`src/eigen_2x2_solver_core_macros.svh`:
```
// Assertion macros shared by the eigen solver RTL.
// Each macro expects signals named clk and rst in the scope of its use.
`ifndef EIGEN_2X2_SOLVER_CORE_MACROS_SVH
`define EIGEN_2X2_SOLVER_CORE_MACROS_SVH

// Same-cycle implication, disabled during reset.
`define E2S_ASSERT_IMPL(lbl, ante, cons, msg) \
  lbl: assert property (@(posedge clk) disable iff (rst) (ante) |-> (cons)) else $error(msg);

// Next-cycle implication, disabled during reset.
`define E2S_ASSERT_NEXT(lbl, ante, cons, msg) \
  lbl: assert property (@(posedge clk) disable iff (rst) (ante) |=> (cons)) else $error(msg);

`endif

```
`src/e2s_pkg.sv`:
```
// Shared widths, constants and sideband types of the 2x2 eigen solver.
// Used by every module of the solver; depends on nothing.
package e2s_pkg;

  localparam int MAG_W  = 35;  // magnitude of the discriminant
  localparam int ROOT_W = 18;  // floor square root of MAG_W bits
  localparam int NUM_W  = 27;  // signed dividend, Q8.8 difference times 256
  localparam int QMAG_W = 26;  // dividend and quotient magnitude
  localparam int DEN_W  = 16;  // divisor magnitude
  localparam int VEC_W  = 24;
  localparam int DET_W  = 33;
  localparam int LAM_W  = 18;
  localparam int IM_W   = 17;

  localparam logic signed [VEC_W-1:0] ONE_Q88 = 24'sd256;
  localparam logic signed [VEC_W-1:0] SAT_MAX = 24'sh7FFFFF;
  localparam logic signed [VEC_W-1:0] SAT_MIN = 24'sh800000;

  typedef enum logic [2:0] {
    VM_ZERO,
    VM_QY,
    VM_QX,
    VM_UNIT_X,
    VM_UNIT_Y
  } vec_mode_t;

  typedef struct packed {
    logic signed [DET_W-1:0] det;
    logic signed [16:0]      trace;
    logic signed [15:0]      a;
    logic signed [15:0]      b;
    logic signed [15:0]      c;
    logic signed [15:0]      d;
    logic                    neg;
    logic                    sing;
    logic                    sym;
  } sq_side_t;

  typedef struct packed {
    logic signed [DET_W-1:0] det;
    logic signed [LAM_W-1:0] l1;
    logic signed [LAM_W-1:0] l2;
    logic [IM_W-1:0]         im;
    logic [1:0]              cnt;
    vec_mode_t               mode1;
    vec_mode_t               mode2;
    logic                    sing;
    logic                    sym;
  } dv_side_t;

endpackage

```
`src/e2s_sqrt.sv`:
```
// Pipelined floor square root of the discriminant magnitude, one root bit per stage.
// Carries the sideband alongside; uses e2s_pkg.
module e2s_sqrt (
  input  logic                          clk,
  input  logic                          rst,
  input  logic                          en,
  input  logic                          vld_in,
  input  logic [e2s_pkg::MAG_W-1:0]     mag,
  input  e2s_pkg::sq_side_t             side_in,
  output logic                          vld_out,
  output logic [e2s_pkg::ROOT_W-1:0]    root,
  output e2s_pkg::sq_side_t             side_out
);

  localparam int N = e2s_pkg::ROOT_W;
  localparam int TW = e2s_pkg::MAG_W + 3;

  logic [e2s_pkg::MAG_W-1:0]  rem_q   [0:N-1];
  logic [N-1:0]               root_q  [0:N-1];
  e2s_pkg::sq_side_t          side_q  [0:N-1];
  logic                       vld_q   [0:N-1];

  logic [e2s_pkg::MAG_W-1:0]  src_rem  [0:N-1];
  logic [N-1:0]               src_root [0:N-1];
  logic [TW-1:0]              trial    [0:N-1];
  logic                       ge       [0:N-1];

  // Stage k decides root bit N-1-k; the remainder tracks value minus root squared.
  always_comb begin
    src_rem[0]  = mag;
    src_root[0] = '0;
    for (int k = 1; k < N; k++) begin
      src_rem[k]  = rem_q[k-1];
      src_root[k] = root_q[k-1];
    end
    for (int k = 0; k < N; k++) begin
      trial[k] = (TW'(src_root[k]) << (N - k)) + (TW'(1) << (2 * (N - 1 - k)));
      ge[k]    = TW'(src_rem[k]) >= trial[k];
    end
  end

  always_ff @(posedge clk) begin
    if (rst) begin
      for (int k = 0; k < N; k++) vld_q[k] <= 1'b0;
    end else if (en) begin
      vld_q[0] <= vld_in;
      for (int k = 1; k < N; k++) vld_q[k] <= vld_q[k-1];
    end
  end

  always_ff @(posedge clk) begin
    if (en) begin
      side_q[0] <= side_in;
      for (int k = 1; k < N; k++) side_q[k] <= side_q[k-1];
      for (int k = 0; k < N; k++) begin
        if (ge[k]) begin
          rem_q[k]  <= src_rem[k] - trial[k][e2s_pkg::MAG_W-1:0];
          root_q[k] <= src_root[k] | (N'(1) << (N - 1 - k));
        end else begin
          rem_q[k]  <= src_rem[k];
          root_q[k] <= src_root[k];
        end
      end
    end
  end

  assign vld_out  = vld_q[N-1];
  assign root     = root_q[N-1];
  assign side_out = side_q[N-1];

endmodule

```
`config.mk`:
```
export PLATFORM = sky130hd
export DESIGN_NAME = e2s_sqrt
export DESIGN_NICKNAME = d
export VERILOG_FILES = /design/src/eigen_2x2_solver_core_macros.svh /design/src/e2s_pkg.sv /design/src/e2s_sqrt.sv
export SDC_FILE = /design/constraint.sdc
export NUM_CORES = 2
export LEC_CHECK = 0
export BUFFER_PORTS_ARGS = -buffer_cell sky130_fd_sc_hd__buf_2
export CORE_MARGIN = 10
export CORE_UTILIZATION = 35
export CTS_BUF_LIST = sky130_fd_sc_hd__clkbuf_16
export DETAILED_ROUTE_END_ITERATION = 7
export MAX_ROUTING_LAYER = met4
export SLEW_MARGIN = 30
export SYNTH_ARGS = -nofsm -noshare
export SYNTH_HDL_FRONTEND = slang
export SYNTH_SLANG_ARGS = --single-unit
```
`constraint.sdc`:
```
create_clock -name clk -period 3.1 [get_ports clk]
set_input_delay 0.31 -clock clk [delete_from_list [all_inputs] [get_ports clk]]
set_output_delay 0.31 -clock clk [all_outputs]
set_load 0.05 [all_outputs]
```
==> PnR_summary.wiki <==
{| class="wikitable"
! Metric !! Value
|-
| Area share of xor/xnor cells in the synthesized design || 2.12%
|-
| Bufs and invs on worst path || 1
|-
| Required time reported for the critical path endpoint || 3.71 ns
|-
| Hold Crit Endpoint || side_q[0][79]
|-
| Worst slack at placement || -0.232 ns
|-
| Synth cell types || 74
|-
| Max-slew headroom at the worst pin || 38.7%
|-
| Post-layout nets || 6,106
|-
| Post-route clock period utilization || 97.3%
|-
| Number of enable flip-flop cells after synthesis || 2,890
|-
| Category of the worst setup path capture point || flop
|-
| Core Region || 284,000 um^2
|-
| Sequential cell area fraction in the yosys report || 86.9%
|-
| Standard-cell row count || 196
|-
| Clock Pin Slew Worst Setup and Hold Paths || 0.06 ns
|-
| Slew of the pin with the lowest slew margin || 0.919 ns
|-
| HPWL after DPL || 99.0 mm
|-
| Status || complete, no violations
|-
| Worst setup path category || reg2reg
|-
| Fraction of synthesis flops using an asynchronous set or reset pin || 0%
|-
| R2R depth || 10
|-
| Share of cells above drive strength 1 || 15.3%
|-
| PD cells || 750 nW/um^2
|-
| Leading cell type by number of instances after synthesis || edfxtp_1
|-
| Die height || 554 um
|-
| Endpoint of the lowest-slack register-to-register path || rem_q[8][31]
|-
| Library cell occupying the most area in the post-synthesis netlist || edfxtp_1
|-
| Routability-driven placement congestion ratio || 0.842
|-
| Clock buffer count from CTS || 308
|-
| Number of hold violations in the final report || 0
|-
| # port buffers || 291
|-
| Number of sinks driven by the clock tree || 2,890
|-
| Largest net degree at the start of global routing || 146
|-
| Number of setup violations in the final report || 0
|-
| Worst reg-to-reg setup slack || 0.08 ns
|-
| Critical path launch point type || flop
|-
| Worst Slack Setup Final || 0.0833 ns
|-
| Remaining number of nets flagged by the antenna check after routing || 0
|-
| Count of maximum capacitance violations || 0
|-
| Die span in x || 554 um
|-
| Share of the synthesized area in compound gates (AO/OA/AOI/OAI) || 2.91%
|-
| Finished Core Util || 41.8%
|-
| Post-route DRC || 0
|-
| Average via count per standard cell || 4.40
|-
| Startpoint of the most critical register-to-register path || rem_q[7][53]
|-
| VDD IR-drop max || 591 uV
|-
| Deepest level of the CTS H-tree || 5
|-
| Maximum clock frequency || 331 MHz
|-
| Post-synthesis adder-cell area fraction || 2.34%
|-
| Post-synthesis register bit count || 2,890
|-
| Biggest fanout along the worst timing path || 6
|-
| Fillers || 24,789
|-
| Post-synthesis mux area share || 0.259%
|-
| Post-Syn Area per Cell || 20.2 um^2
|-
| Hold Slack || 0.136 ns
|-
| Most common flop cell mapped by yosys || edfxtp_1
|-
| Number of pins with negative max-slew slack in the final report || 0
|-
| Bufs on Longest Clock Path || 4
|-
| Die footprint || 307,000 um^2
|-
| Global route overflow || 0
|-
| Global router's overall resource usage || 10.2%
|-
| First-iteration detailed-routing DRC count || 3,009
|-
| Area of the mapped netlist || 99,800 um^2
|-
| Synth-to-layout area growth || 19.0%
|-
| Post-route total power || 89.2 mW
|-
| Leading cell types by count after synthesis || edfxtp_1 (2,890), inv_1 (227), nand2_1 (215)
|-
| Clock tree from TritonCTS || built
|-
| Detailed-routing iteration count for the pre-antenna-repair pass || 5
|-
| Clock latency on the worst-skew pair || 0.87 ns
|-
| I/O pin count || 292
|-
| Min-delay src || side_in[79]
|-
| Detailed-route via count || 43,027
|-
| Time the final worst path needs with I/O delays and setup || 3.02 ns
|-
| Hold/Removal Path Class || in2reg
|-
| Number of global-route vias before repair || 44,374
|-
| Largest family of logic cells by synthesized area || simple AND/OR/NAND/NOR gates
|-
| Detailed Route WL || 158 mm
|-
| Synthesized-area fraction occupied by and/or/nand/nor cells || 4.32%
|-
| Ys Warns || 0
|-
| Buffer count from post-CTS setup fixing || 0
|-
| Worst Hold Path Cells || 2
|-
| Initial core utilization || 35.1%
|-
| Max Clock Skew || 0.0612 ns
|-
| Static leakage || 41.9 nW
|-
| Syn Nets || 5,275
|-
| Top-area cell type share of the netlist area || 86.9%
|-
| Number of instances in the synthesized netlist || 4,933
|-
| Initial antenna violation count || 6
|-
| Maximum single-stage delay on the critical path || 0.54 ns
|-
| Leading post-synthesis cells by cell area || edfxtp_1 (87%), ha_1 (2.3%), xnor2_1 (1.1%)
|-
| Cell family contributing the most delay on the critical path || simple AND/OR/NAND/NOR gates
|-
| First-pass GRT wire length || 248 mm
|-
| Sequence of cells on the critical path || ha_1 > nand3_1 > nor3_1 > or4b_1 > o21ai_1 > a31oi_2 > inv_2 > o2111ai_1 > nor3_1 > xor2_1
|-
| CP arrival || 3.62 ns
|-
| Slowest stage cell, crit path || or4b_1
|-
| Final routed wire length divided by cell count || 16.2 um
|-
| Clock root buffer master || clkbuf_16
|-
| Most used cell along the critical path || nor3_1
|}
state kept, by name, summed over array words and instances (netlist names):
name,cells
root_q,171
rem_q,595
side_q,2106
vld_q,18
how the worst max path moves through the flow:
stage | cells past startpoint | end | slack, ns | startpoint
2_1_floorplan | 4 | rem_q[8][0] | 0.12 | en
3_3_place_gp | 11 | rem_q[7][26] | -0.31 | root_q[13][5]
3_5_place_dp | 11 | rem_q[7][26] | -0.23 | root_q[13][5]
4_1_cts | 10 | rem_q[7][26] | 0.005 | rem_q[6][46]
5_1_grt | 9 | rem_q[5][65] | -0.006 | rem_q[5][16]
6_report | 10 | rem_q[8][31] | 0.08 | rem_q[7][53]
cell families after synthesis:
family | Yosys count
mux | 24
buf+inv | 292
compound gates | 484
xor+xnor | 242
fa+ha+maj | 186
flops | 2890
simple gates | 815
routing by layer:
layer / vias to the layer above / routed length, um / GRT usage, %
li1: 20849 / - / -
met1: 21008 / 70600 / 12.9
met2: 823 / 75300 / 16.3
met3: 347 / 7060 / 2.09
met4: 0 / 5020 / 3.76
met5: - / 0 / -
metrics by stage:
step | instance area [um^2] | setup TNS, ns | std cells
after floorplan | 99800 | 0 | 4933
final | 119000 | 0 | 9773
after global routing | 119000 | -0.00658 | 9773
after detailed placement | 107000 | -1.05 | 9059
after CTS | 119000 | 0 | 9769
after global placement | 107000 | -1.35 | 9059
power breakdown:
group	internal (mW)	switching, mW
Combinational	2.27	3.48
Clock	20.6	15.0
Sequential	46.5	1.30
repair_timing:
action | CTS | global route
gates resized for setup | 4 | 27
hold buffers | 156 | 0
pin swaps | 0 | 2
setup endpoints to repair | 8 | 37
endpoints found under the hold margin | 197 | 0
cell usage in the layout, fill, tap and decap left out, drive strengths merged, types with 77 or more instances in the layout:
master and n:
inv 303, nor2 134, o21ai 178, a21oi 135, xor2 118, nor3 77, nand2 215, clkbuf 310
clkinv 130, buf 429, nor4 85, dlygate4sd3 156, edfxtp 2890, ha 185, xnor2 124
layout make-up:
cell class                      instances  area [um^2]  share of cell area [%]
Tap cell                             3762         4710                    3.96
Sequential cell                      2890        86800                    73.0
Clock inverter                        244         2290                    1.93
Inverter                              228          856                   0.720
Clock buffer                          310         7760                    6.53
Multi-Input combinational cell       1751        12100                    10.2
Timing Repair Buffer                  585         4320                    3.64
Antenna cell                            3         7.51                 0.00632
worst register-to-register path: cells and delay by family (launching register included):
family / cells / cell delay [ns]
compound gates: 3 / 0.51
xor+xnor: 1 / 0.09
fa+ha+maj: 1 / 0.39
buf+inv: 1 / 0.10
flops: 1 / 0.40
simple gates: 4 / 1.25
Note: power is estimated with default switching activity, not from simulation.
